## src/rtl/core/ptrk_pkg.sv

```systemverilog
// ----------------------------------------------------------------------------
// ptrk_pkg
// Shared types and constants of the pre-trade risk and position keeper.
// ----------------------------------------------------------------------------
package ptrk_pkg;

  localparam int unsigned NumSymbols = 256;
  localparam int unsigned SymIdxW    = $clog2(NumSymbols);
  localparam int unsigned QDepth     = 2;

  localparam int unsigned CfgIdxW = 1;
  localparam logic [CfgIdxW-1:0] CfgIdxOwnId    = 1'b0;
  localparam logic [CfgIdxW-1:0] CfgIdxStartBal = 1'b1;

  localparam logic SideBuy = 1'b0;

  localparam logic [31:0] Div5Mul   = 32'hCCCC_CCCD;
  localparam int unsigned Div5Shift = 34;

  typedef enum logic [1:0] {
    OP_CHECK = 2'd0,
    OP_TRADE = 2'd1,
    OP_RESET = 2'd2,
    OP_NONE  = 2'd3
  } op_e;

  typedef enum logic [2:0] {
    OT_LIMIT       = 3'd0,
    OT_STOP_LIMIT  = 3'd1,
    OT_STOP_MARKET = 3'd2,
    OT_MARKET      = 3'd3
  } otype_e;

  typedef enum logic [2:0] {
    K_NOP        = 3'd0,
    K_CHECK_BUY  = 3'd1,
    K_CHECK_SELL = 3'd2,
    K_TRADE      = 3'd3,
    K_RESET      = 3'd4
  } kind_e;

  typedef struct packed {
    kind_e              kind;
    logic [SymIdxW-1:0] sym;
    logic               ok;
    logic               my_side;
    logic [31:0]        qty;
    logic [63:0]        product;
  } entry_t;

endpackage

```

## src/rtl/core/ptrk_fifo.sv

```systemverilog
// ----------------------------------------------------------------------------
// ptrk_fifo
// Short queue of classified transactions between the front and back parts.
// ----------------------------------------------------------------------------
module ptrk_fifo
  import ptrk_pkg::*;
(
  input  logic   clk_i,
  input  logic   rst_ni,
  input  logic   push_i,
  input  entry_t wdata_i,
  output logic   full_o,
  input  logic   pop_i,
  output logic   empty_o,
  output entry_t rdata_o
);

  localparam int unsigned PtrW = (QDepth > 1) ? $clog2(QDepth) : 1;
  localparam int unsigned CntW = $clog2(QDepth + 1);

  entry_t          mem_q [QDepth];
  logic [PtrW-1:0] wr_ptr_q, wr_ptr_d;
  logic [PtrW-1:0] rd_ptr_q, rd_ptr_d;
  logic [CntW-1:0] cnt_q, cnt_d;

  assign full_o  = (cnt_q == CntW'(QDepth));
  assign empty_o = (cnt_q == '0);
  assign rdata_o = mem_q[rd_ptr_q];

  always_comb begin
    wr_ptr_d = wr_ptr_q;
    rd_ptr_d = rd_ptr_q;
    cnt_d    = cnt_q;
    if (push_i) begin
      wr_ptr_d = (wr_ptr_q == PtrW'(QDepth - 1)) ? '0 : wr_ptr_q + 1'b1;
    end
    if (pop_i) begin
      rd_ptr_d = (rd_ptr_q == PtrW'(QDepth - 1)) ? '0 : rd_ptr_q + 1'b1;
    end
    if (push_i && !pop_i) begin
      cnt_d = cnt_q + 1'b1;
    end else if (pop_i && !push_i) begin
      cnt_d = cnt_q - 1'b1;
    end
  end

  always_ff @(posedge clk_i or negedge rst_ni) begin
    if (!rst_ni) begin
      wr_ptr_q <= '0;
      rd_ptr_q <= '0;
      cnt_q    <= '0;
    end else begin
      wr_ptr_q <= wr_ptr_d;
      rd_ptr_q <= rd_ptr_d;
      cnt_q    <= cnt_d;
    end
  end

  always_ff @(posedge clk_i) begin
    if (push_i) begin
      mem_q[wr_ptr_q] <= wdata_i;
    end
  end

endmodule

```

## config.mk

```make
export PLATFORM = sky130hd
export DESIGN_NAME = ptrk_fifo
export DESIGN_NICKNAME = d
export VERILOG_FILES = /design/src/rtl/core/ptrk_pkg.sv /design/src/rtl/core/ptrk_fifo.sv
export SDC_FILE = /design/constraint.sdc
export NUM_CORES = 1
export LEC_CHECK = 0
export ABC_AREA = 1
export BUFFER_PORTS_ARGS = -buffer_cell sky130_fd_sc_hd__buf_2
export CAP_MARGIN = 10
export CORE_MARGIN = 3
export CORE_UTILIZATION = 53
export CTS_CLUSTER_SIZE = 24
export DETAILED_ROUTE_END_ITERATION = 6
export PLACE_DENSITY = 0.81
export SLEW_MARGIN = 20
export SYNTH_ARGS = -nofsm -noshare
export SYNTH_HDL_FRONTEND = slang
export SYNTH_SLANG_ARGS = --single-unit
```

## constraint.sdc

```tcl
create_clock -name clk_i -period 6.87 [get_ports clk_i]
set_input_delay 2.061 -clock clk_i [delete_from_list [all_inputs] [get_ports clk_i]]
set_output_delay 2.061 -clock clk_i [all_outputs]
set_load 0.005 [all_outputs]
```

### Word level (Yosys, flattened, before mapping)

Memory sizes are Yosys's and may differ from the RTL's.
Cells that the tools add are included.

* word-level logic and storage cells: 21
* input bits: 113
* output and inout port bits: 111
* memory bits (writable): 218
* bits in latches: 0
* register bits: 4
* memories kept: 1
* memory bits (read-only): 0

* reductions and logical operators: 6
* div/mod/pow operators: 0
* bitwise gates (word level): 0
* shift-type cells: 0
* $add $sub $neg: 4
* magnitude comparators: 0
* muxes and demuxes: 6
* eq/ne operators: 1
* multipliers: 0

Memory list
* mem_q: depth 2, width 109, read ports 1, clocked after Yosys merged registers in 0, write ports 1, RTL line ptrk_fifo.sv:21 `entry_t mem_q [QDepth];`

Operators with widths (count)
* $mux W1: 4
* $mux W2: 2
* $add A1 B1 Y1 const B: 2
* $add A2 B1 Y2 const B: 1
* $eq A2 B2 Y1 const B: 1
* $logic_and A1 B1 Y1: 2
* $logic_not A1 Y1: 2
* $logic_not A2 Y1: 1
* $reduce_bool A2 Y1: 1
* $sub A2 B1 Y2 const B: 1

### Depth between registers and ports, before layout

Gate-level depths: netlist (run 1).

* word-level depth: 4
* mapped depth: 7
* gate-level depth less buffers: 7

### Least setup slack after synthesis (run 1)

Ideal clock, no wire load.

* path type: input -> register
* start: in push_i
* end: mem mem_q[0][0] (netlist bit) (enable)
* library setup time: 0.581 ns
* setup slack: -0.373 ns
* stages on the path: 2
* arrival time: 6.662 ns
* required time: 6.289 ns
* buffers on the path: 0
* path through: inv_1 nor2_1

* word-level cells in the longest chain between the ends: 2

Ends and longest elaborated chain
* start, declared: RTL line ptrk_fifo.sv:10 `input logic push_i,`
* $mux W1: RTL line ptrk_fifo.sv:60 `if (push_i) begin`
* $mux W1 (implied by the code): RTL line ptrk_fifo.sv:61 `mem_q[wr_ptr_q] <= wdata_i;`
* end, declared: RTL line ptrk_fifo.sv:21

Every way passes these cells.

==> flow_summary.json, run 1 <==
{
  "drtIter0Drc": 216,
  "hpwl_um": 9900,
  "cts.repair.resized": 0,
  "antenna_found_initial": 1,
  "area_growth_syn_to_layout_pct": 22.7,
  "seq_area_frac_synth": 0.775,
  "irDropWorstVdd_mv": 0.300,
  "dpl_worst_slack_ns": 2.82,
  "crit_buf_inv": 2,
  "viasPerCell": 4.97,
  "nNetsFinal": 717,
  "wl_met2_um": 7370,
  "hp-class": "flip-flop to flip-flop",
  "grt_use_total": 0.162,
  "final.setup_skew_ns": 0.0121,
  "period_share": 0.634,
  "synth-simple-area-share": 0.00482,
  "cap_violations": 0,
  "cp-end-kind": "output port",
  "wl_met1_um": 6010,
  "num_rows": 45,
  "cts_tree": "built",
  "holdWs_ns": 0.538,
  "cts_hold_buf": 0,
  "wl_um": 14800,
  "dr_wl_met3_um": 1250,
  "cp_max_fo": 86,
  "fmax_mhz": 229,
  "tightest_slew_ns": 0.828,
  "hold_viol_final": 0,
  "grt_pass1_wl_um": 23100,
  "drive_gt1_frac": 0.595,
  "initial_core_util": 0.554,
  "synth-adder-area-share": 0.00146,
  "gp_congestion": 0.693,
  "pin_count": 224,
  "finalCriticalPeriod_ns": 4.36,
  "finalSetupViolCount": 0,
  "yosysUniqueCellTypes": 15,
  "grt-ovfl-total": 0,
  "synth_compound_area_frac": 0,
  "vias": 4118,
  "p_per_area_nw_per_um2": 404,
  "dieArea_um2": 17700,
  "worstPathRequired_ns": 4.81,
  "antennaDiodeCount": 0,
  "clkTransAtPathRegs_ns": 0.06,
  "critPathLaunchType": "flip-flop",
  "clock-sinks": 222,
  "power_leakage_nw": 4.28,
  "syn_area_um2": 8570,
  "grt_max_degree": 87,
  "top_layer": "met5",
  "drtAntennaViolNets": 0,
  "grt_pass1_vias": 4498,
  "synth_edf_count": 218,
  "syn_inst": 364,
  "finalSetupTns_ns": 0,
  "slew_headroom": 0.448,
  "arrival_ns": 2.30,
  "crit_type": "flip-flop to output port",
  "syn_area_per_cell_um2": 23.5,
  "postCtsSetupBuffers": 0,
  "htree_levels": 1,
  "cts_buffers": 22,
  "yosys_warnings": 0,
  "yosys.area_share.xor_xnor": 0.00307,
  "yosysMostFrequentCell": "edfxtp_1",
  "cts_buffer_depth": 3,
  "synth.top_cell.area_share": 0.764,
  "coreArea_um2": 15500,
  "die_h_um": 133,
  "synthTopCellsByArea": "edfxtp_1, mux2_4, buf_12",
  "synth_top_family_by_area": "multiplexers",
  "die_w_um": 133,
  "slowest_delay_ns": 0.70,
  "clk_latency_ns": 0.48,
  "io_buffers": 223,
  "drc_errors": 0,
  "rsz0062_at_grt": "false",
  "synth-async-reset-ratio": 0.0180,
  "slowest_stage": "dfrtp_4",
  "synth-main-ff-cell": "edfxtp_1",
  "avgRoutedWirePerCell_um": 17.9,
  "fin_area_um2": 10500,
  "cts_root_buf": "clkbuf_16",
  "crit_chain": "buf_12 > mux2_4 > buf_2",
  "synth.area.mux_share": 0.187,
  "slew_viol_final": 0,
  "fin_ws_ns": 2.51,
  "status": "finished clean",
  "first_pass_iters": 4,
  "yosys.area.top_type": "edfxtp_1",
  "crit_family": "flip-flops",
  "placed_area_um2": 9800,
  "synth_common_cells": "edfxtp_1, mux2_4, buf_12",
  "syn_nets": 478,
  "ys_ff_latch": 222
}
## registers in the layout (all words and copies together) (netlist names)
register / count
cnt_q: 2
wr_ptr_q: 1
mem_q: 218
rd_ptr_q: 1
## layout make-up
class / count / area, um2
Clock buffer: 33 / 643
Multi-Input combinational cell: 123 / 1690
Sequential cell: 222 / 6650
Fill cell: 1034 / 4970
Tap cell: 211 / 264
Timing Repair Buffer: 227 / 1190
Clock inverter: 5 / 46.3
Inverter: 7 / 28.8
## through the flow
step | utilization | instances | total power [mW]
3_3_place_gp | 0.633 | 789 | 3.13
6_report | 0.679 | 828 | 4.25
3_5_place_dp | 0.633 | 789 | 3.16
5_1_grt | 0.679 | 828 | 4.46
2_1_floorplan | - | 364 | 2.83
4_1_cts | 0.677 | 827 | 4.30
## per-layer routing
metal	global-route usage	vias up
met5	0	-
met4	0.0360	2
met3	0.0491	20
met2	0.280	175
met1	0.205	2015
li1	-	1906
## logic make-up after synthesis
family / Yosys count
buffers and inverters: 19
XOR/XNOR: 3
adder cells (fa/ha/maj): 1
multiplexers: 109
AND/OR/NAND/NOR: 10
flip-flops: 222
## path summary, 6_finish.rpt
| path | start | endpoint | slack, ns | cells past startpoint |
|---|---|---|---|---|
| worst max-delay path | rd_ptr_q$_DFFE_PN0P_ | rdata_o[108] | 2.51 | 3 |
| worst min-delay path | cnt_q[1]$_DFFE_PN0P_ | cnt_q[1]$_DFFE_PN0P_ | 0.54 | 2 |
| worst max register to register | wr_ptr_q$_DFFE_PN0P_ | mem_q[1][20]$_DFFE_PP_ | 4.63 | 3 |
| worst min register to register | cnt_q[1]$_DFFE_PN0P_ | cnt_q[1]$_DFFE_PN0P_ | 0.54 | 2 |
| max in group asynchronous | rst_ni | rd_ptr_q$_DFFE_PN0P_ | 5.34 | 1 |
| min in group asynchronous | rst_ni | wr_ptr_q$_DFFE_PN0P_ | 1.38 | 1 |
## power breakdown
group / leakage [nW] / switching, mW / internal (mW)
registers: 2.09 / 0.102 / 1.80
clock network: 0.336 / 0.443 / 0.679
logic: 1.85 / 0.539 / 0.682
## tightest hold or removal path: cells and delay by family, from the launching register on
kind | cells | cell delay (ns)
flip-flops | 1 | 0.37
AND/OR/NAND/NOR | 2 | 0.14
## cell usage in the layout (no fill, tap or decap)
| master | synthesis | layout |
|---|---|---|
| xor2_1 | 2 | 2 |
| clkbuf_1 | 0 | 7 |
| dfrtp_1 | 4 | 3 |
| buf_4 | 0 | 1 |
| clkbuf_8 | 0 | 3 |
| nand4_1 | 1 | 1 |
| clkinv_1 | 0 | 3 |
| buf_2 | 1 | 223 |
| buf_12 | 10 | 2 |
| clkinv_2 | 0 | 1 |
| inv_4 | 0 | 1 |
| dfrtp_4 | 0 | 1 |
| mux2_2 | 9 | 9 |
| inv_1 | 7 | 6 |
| buf_16 | 0 | 1 |
| clkbuf_16 | 0 | 23 |
| ha_1 | 1 | 1 |
| nor2_4 | 0 | 1 |
| mux2_4 | 100 | 100 |
| edfxtp_1 | 218 | 218 |
| xnor2_1 | 1 | 1 |
| nor2_1 | 3 | 2 |
| bufinv_16 | 0 | 1 |
| nand2_1 | 5 | 5 |
| nand3_1 | 1 | 1 |
Power figures use the tool's default switching activity.
==> inputs of run 2 (changes only) <==
--- a/config.mk
+++ b/config.mk
@@ -5,7 +5,7 @@
 export SDC_FILE = /design/constraint.sdc
 export NUM_CORES = 1
 export LEC_CHECK = 0
-export ABC_AREA = 1
+export ABC_AREA = 0
 export BUFFER_PORTS_ARGS = -buffer_cell sky130_fd_sc_hd__buf_2
 export CAP_MARGIN = 10
 export CORE_MARGIN = 3
==> constraint.sdc (replaced) <==
create_clock -name clk_i -period 4.5 [get_ports clk_i]
set_input_delay 1.35 -clock clk_i [delete_from_list [all_inputs] [get_ports clk_i]]
set_output_delay 1.35 -clock clk_i [all_outputs]
set_load 0.005 [all_outputs]
==> flow_summary.json, run 2 <==
{
  "tightest_slew_ns": 0.737,
  "status": "finished clean",
  "power_leakage_nw": 4.23,
  "slew_headroom": 0.509,
  "num_rows": 45,
  "synth_top_family_by_area": "multiplexers",
  "p_per_area_nw_per_um2": 611,
  "area_growth_syn_to_layout_pct": 22.2,
  "yosys.area.top_type": "edfxtp_1",
  "crit_chain": "buf_4 > mux2_4 > buf_2",
  "yosysMostFrequentCell": "edfxtp_1",
  "slew_viol_final": 0,
  "largest_reg_flops": 218,
  "top_regs": "mem_q (218), cnt_q (2)",
  "p_int_mw": 4.71,
  "cts_hold_buf": 0,
  "grt-ovfl-total": 0,
  "finalPower_mw": 6.38,
  "yosys_warnings": 0,
  "vias": 4103,
  "avgRoutedWirePerCell_um": 18.2,
  "synth-async-reset-ratio": 0.0180,
  "dp.cells": 782,
  "nNetsFinal": 709,
  "wl_met2_um": 7790,
  "synth_compound_area_frac": 0,
  "dr_wl_met3_um": 1170,
  "final.setup_skew_ns": 0.0134,
  "synth-simple-area-share": 0.00307,
  "power.share.switching": 0.261,
  "synth-main-ff-cell": "edfxtp_1",
  "hold_viol_final": 0,
  "syn_area_um2": 8550,
  "slowest_stage": "dfrtp_4",
  "finalSetupTns_ns": 0,
  "gp_congestion": 0.727,
  "p_comb_frac": 0.288,
  "syn_area_per_cell_um2": 24.1,
  "final_common_cell": "buf_2",
  "cts_root_buf": "clkbuf_16",
  "clk_latency_ns": 0.49,
  "grt_pass1_wl_um": 22700,
  "arrival_ns": 2.24,
  "cts_buffers": 22,
  "clock-sinks": 222,
  "first_pass_iters": 4,
  "clkTransAtPathRegs_ns": 0.06,
  "wl_met1_um": 5640,
  "regMostFlops": "mem_q",
  "synth_edf_count": 218,
  "synth-adder-area-share": 0.00146,
  "crit_type": "flip-flop to output port",
  "cts_buffer_depth": 3,
  "io_buffers": 223,
  "finalSetupViolCount": 0,
  "cp-end-kind": "output port",
  "rsz0062_at_grt": "false",
  "yosys.area_share.xor_xnor": 0.00512,
  "slowest_delay_ns": 0.74,
  "syn_nets": 469,
  "drtAntennaViolNets": 0,
  "top_layer": "met4",
  "hpwl_um": 10300,
  "finalCriticalPeriod_ns": 3.59,
  "postCtsSetupBuffers": 0,
  "fmax_mhz": 278,
  "hp-class": "flip-flop to flip-flop",
  "synth.top_cell.area_share": 0.765,
  "fin_area_um2": 10400,
  "dieArea_um2": 17700,
  "pin_count": 224,
  "wl_um": 14900,
  "synth.area.mux_share": 0.187,
  "period_share": 0.799,
  "irDropWorstVdd_mv": 0.611,
  "antenna_found_initial": 1,
  "placed_area_um2": 9800,
  "htree_levels": 1,
  "drive_gt1_frac": 0.607,
  "viasPerCell": 5.00,
  "cts_tree": "built",
  "coreArea_um2": 15500,
  "cp_max_fo": 28,
  "ys_ff_latch": 222,
  "grt_use_total": 0.163,
  "syn_inst": 355,
  "power_frac_clock": 0.254,
  "r2r_slack_ns": 2.65,
  "yosysUniqueCellTypes": 14,
  "initial_core_util": 0.552,
  "cts.repair.resized": 0,
  "die_w_um": 133,
  "cap_violations": 0,
  "drtIter0Drc": 231,
  "pwr-share-seq": 0.458,
  "seq_area_frac_synth": 0.777,
  "synthTopCellsByArea": "edfxtp_1, mux2_4, buf_12",
  "worstPathRequired_ns": 3.15,
  "final_cell_mix": "buf_2, edfxtp_1, mux2_4, clkbuf_16, mux2_2",
  "synth_common_cells": "edfxtp_1, mux2_4, buf_12",
  "power.switching_mw": 1.67,
  "die_h_um": 133,
  "grt_max_degree": 62,
  "grt_pass1_vias": 4305,
  "final_cells": 820,
  "drc_errors": 0,
  "critPathLaunchType": "flip-flop"
}
==> run 2: area by class of cell <==
cell class | count | area (um2)
Tap cell | 211 | 264
Inverter | 1 | 3.75
Clock inverter | 11 | 53.8
Multi-Input combinational cell | 120 | 1700
Antenna cell | 1 | 2.50
Sequential cell | 222 | 6650
Clock buffer | 26 | 587
Timing Repair Buffer | 228 | 1190
Fill cell | 1030 | 5040
==> run 2: worst max-delay path, delay by kind of cell (launching register included) <==
family	cells	cell delay (ns)
multiplexers	1	0.34
flip-flops	1	0.74
buffers and inverters	2	0.64
==> run 2: power groups by stage <==
stage	clock [mW]	combinational, mW	sequential (mW)
6_report	1.62	1.84	2.92
5_1_grt	1.74	1.97	2.96
4_1_cts	1.67	1.87	2.93
3_5_place_dp	0	1.86	2.97
3_3_place_gp	0	1.83	2.94
2_1_floorplan	0	1.43	2.89
==> run 2: per-layer routing <==
layer	GRT usage	vias to the layer above
met5	0	-
met4	0.0514	0
met3	0.0475	26
met2	0.286	165
met1	0.193	2024
li1	-	1888
==> run 2: cells by family (layout without fill, tap and decap cells) <==
group / count (synthesis) / in the layout
DFF: 222 / 222
muxes: 109 / 109
other: 0 / 1
buffers and inverters: 13 / 266
adders and majority gates: 1 / 1
and+or+nand+nor: 5 / 5
xor gates and xnor gates: 5 / 5
==> run 2: final timing paths <==
kind	end	cells after the start	from
min	cnt_q[1]$_DFFE_PN0P_	1	cnt_q[1]$_DFFE_PN0P_
max	rdata_o[11]	3	rd_ptr_q$_DFFE_PN0P_
max reg2reg	mem_q[1][29]$_DFFE_PP_	2	wr_ptr_q$_DFFE_PN0P_
max in group asynchronous	rd_ptr_q$_DFFE_PN0P_	1	rst_ni
min reg2reg	cnt_q[1]$_DFFE_PN0P_	1	cnt_q[1]$_DFFE_PN0P_
min in group asynchronous	cnt_q[1]$_DFFE_PN0P_	1	rst_ni
==> run 2: stage by stage <==
stage	utilization	hold WS, ns	worst slack, ns
final	0.675	0.533	0.906
after global placement	0.633	0.471	1.46
after CTS	0.675	0.534	0.874
after floorplan	-	0.456	0.172
after global routing	0.675	0.561	0.801
after detailed placement	0.633	0.515	1.41
==> inputs of run 3 (changes only) <==
--- a/config.mk
+++ b/config.mk
@@ -5,7 +5,7 @@
 export SDC_FILE = /design/constraint.sdc
 export NUM_CORES = 1
 export LEC_CHECK = 0
-export ABC_AREA = 0
+export ABC_AREA = 1
 export BUFFER_PORTS_ARGS = -buffer_cell sky130_fd_sc_hd__buf_2
 export CAP_MARGIN = 10
 export CORE_MARGIN = 3
==> constraint.sdc (replaced) <==
create_clock -name clk_i -period 3.7 [get_ports clk_i]
set_input_delay 1.11 -clock clk_i [delete_from_list [all_inputs] [get_ports clk_i]]
set_output_delay 1.11 -clock clk_i [all_outputs]
set_load 0.005 [all_outputs]
==> flow_summary.json, run 3 (synthesized netlist as in run 1, its figures left out) <==
{
  "status": "finished clean",
  "clkTransAtPathRegs_ns": 0.06,
  "pin_count": 224,
  "cts_root_buf": "clkbuf_16",
  "drc_errors": 0,
  "grt-ovfl-total": 0,
  "drtIter0Drc": 244,
  "drtAntennaViolNets": 0,
  "slew_viol_final": 0,
  "cts.repair.resized": 0,
  "die_w_um": 133,
  "vias": 4214,
  "critPathLaunchType": "flip-flop",
  "hold_viol_final": 0,
  "period_share": 0.859,
  "drive_gt1_frac": 0.598,
  "wl_um": 15500,
  "io_buffers": 223,
  "finalCriticalPeriod_ns": 3.18,
  "fin_area_um2": 10600,
  "cp_max_fo": 31,
  "slew_headroom": 0.452,
  "grt_pass1_vias": 4486,
  "clock-sinks": 222,
  "worstPathRequired_ns": 2.59,
  "first_pass_iters": 5,
  "regMostFlops": "mem_q",
  "initial_core_util": 0.554,
  "top_regs": "mem_q (218), cnt_q (2)",
  "cts_hold_buf": 0,
  "fill_cells": 978,
  "cap_violations": 0,
  "finalSetupTns_ns": 0,
  "grt_max_degree": 62,
  "dieArea_um2": 17700,
  "finalPower_mw": 8.06,
  "gp_congestion": 0.751,
  "tightest_slew_ns": 0.822,
  "antenna_found_initial": 5,
  "cts_tree": "built",
  "grt_pass1_wl_um": 24000,
  "irDropWorstVdd_mv": 0.606,
  "viasPerCell": 5.04,
  "p_per_area_nw_per_um2": 761,
  "area_growth_syn_to_layout_pct": 23.6,
  "arrival_ns": 2.07,
  "final.setup_skew_ns": 0.00901,
  "die_h_um": 133,
  "placed_area_um2": 9850,
  "avgRoutedWirePerCell_um": 18.5,
  "cts_buffers": 22,
  "rsz0062_at_grt": "false",
  "final_cell_mix": "buf_2, edfxtp_1, mux2_4, clkbuf_16, mux2_2",
  "num_rows": 45,
  "hpwl_um": 10600,
  "htree_levels": 1,
  "cts_buffer_depth": 3,
  "final_common_cell": "buf_2",
  "nNetsFinal": 720,
  "power_leakage_nw": 4.30,
  "coreArea_um2": 15500,
  "postCtsSetupBuffers": 0,
  "fmax_mhz": 315,
  "largest_reg_flops": 218,
  "cp-end-kind": "output port",
  "grt_use_total": 0.172,
  "crit_type": "flip-flop to output port",
  "finalSetupViolCount": 0,
  "clk_latency_ns": 0.49,
  "hp-class": "primary input to async pin"
}
==> run 3: power breakdown <==
part | internal, mW | switching (mW) | leakage, nW
Combinational | 1.29 | 0.993 | 1.86
Clock | 1.37 | 0.848 | 0.354
Sequential | 3.34 | 0.213 | 2.09
Total | 6.00 | 2.05 | 4.30
==> run 3: area by class of cell <==
cell class              instances  area [um2]  share of cell area
flip-flops and latches        222        6650               0.628
multi-input cells             123        1690               0.160
repair buffers                230        1220               0.115
clock buffers                  32         619              0.0585
well taps                     211         264              0.0249
clock inverters                 8         115              0.0109
inverters                       7        30.0             0.00283
diodes                          3        7.51            0.000709
==> run 3: metal layers <==
metal,share of wire,GRT usage
met3,0.098,0.0650
met1,0.37,0.199
met5,0.0018,0
met2,0.51,0.300
met4,0.022,0.0520
==> run 3: path summary, 6_finish.rpt <==
kind / start / endpoint / slack (ns) / depth (start not counted)
worst max-delay path: rd_ptr_q$_DFFE_PN0P_ / rdata_o[86] / 0.52 / 3
worst min-delay path: rst_ni / cnt_q[0]$_DFFE_PN0P_ / 0.43 / 1
worst max register to register: wr_ptr_q$_DFFE_PN0P_ / mem_q[1][43]$_DFFE_PP_ / 1.90 / 3
worst min register to register: cnt_q[1]$_DFFE_PN0P_ / cnt_q[1]$_DFFE_PN0P_ / 0.54 / 2
max in group asynchronous: rst_ni / rd_ptr_q$_DFFE_PN0P_ / 3.13 / 1
min in group clk_i: cnt_q[1]$_DFFE_PN0P_ / cnt_q[1]$_DFFE_PN0P_ / 0.54 / 2
==> run 3: worst max-delay path, cell delays in order, from the launching register on <==
cell,delay (ns)
dfrtp_4,0.76
buf_12,0.30
mux2_2,0.38
buf_2,0.13
==> run 3: stage by stage <==
stage | hold WS (ns) | util | setup slack, ns | std cells
after floorplan | 0.463 | - | 0.509 | 364
after global placement | 0.480 | 0.636 | 1.05 | 793
after detailed placement | 0.532 | 0.636 | 1.04 | 793
after CTS | 0.406 | 0.684 | 0.482 | 833
after global routing | 0.402 | 0.684 | 0.423 | 835
final | 0.426 | 0.684 | 0.521 | 836
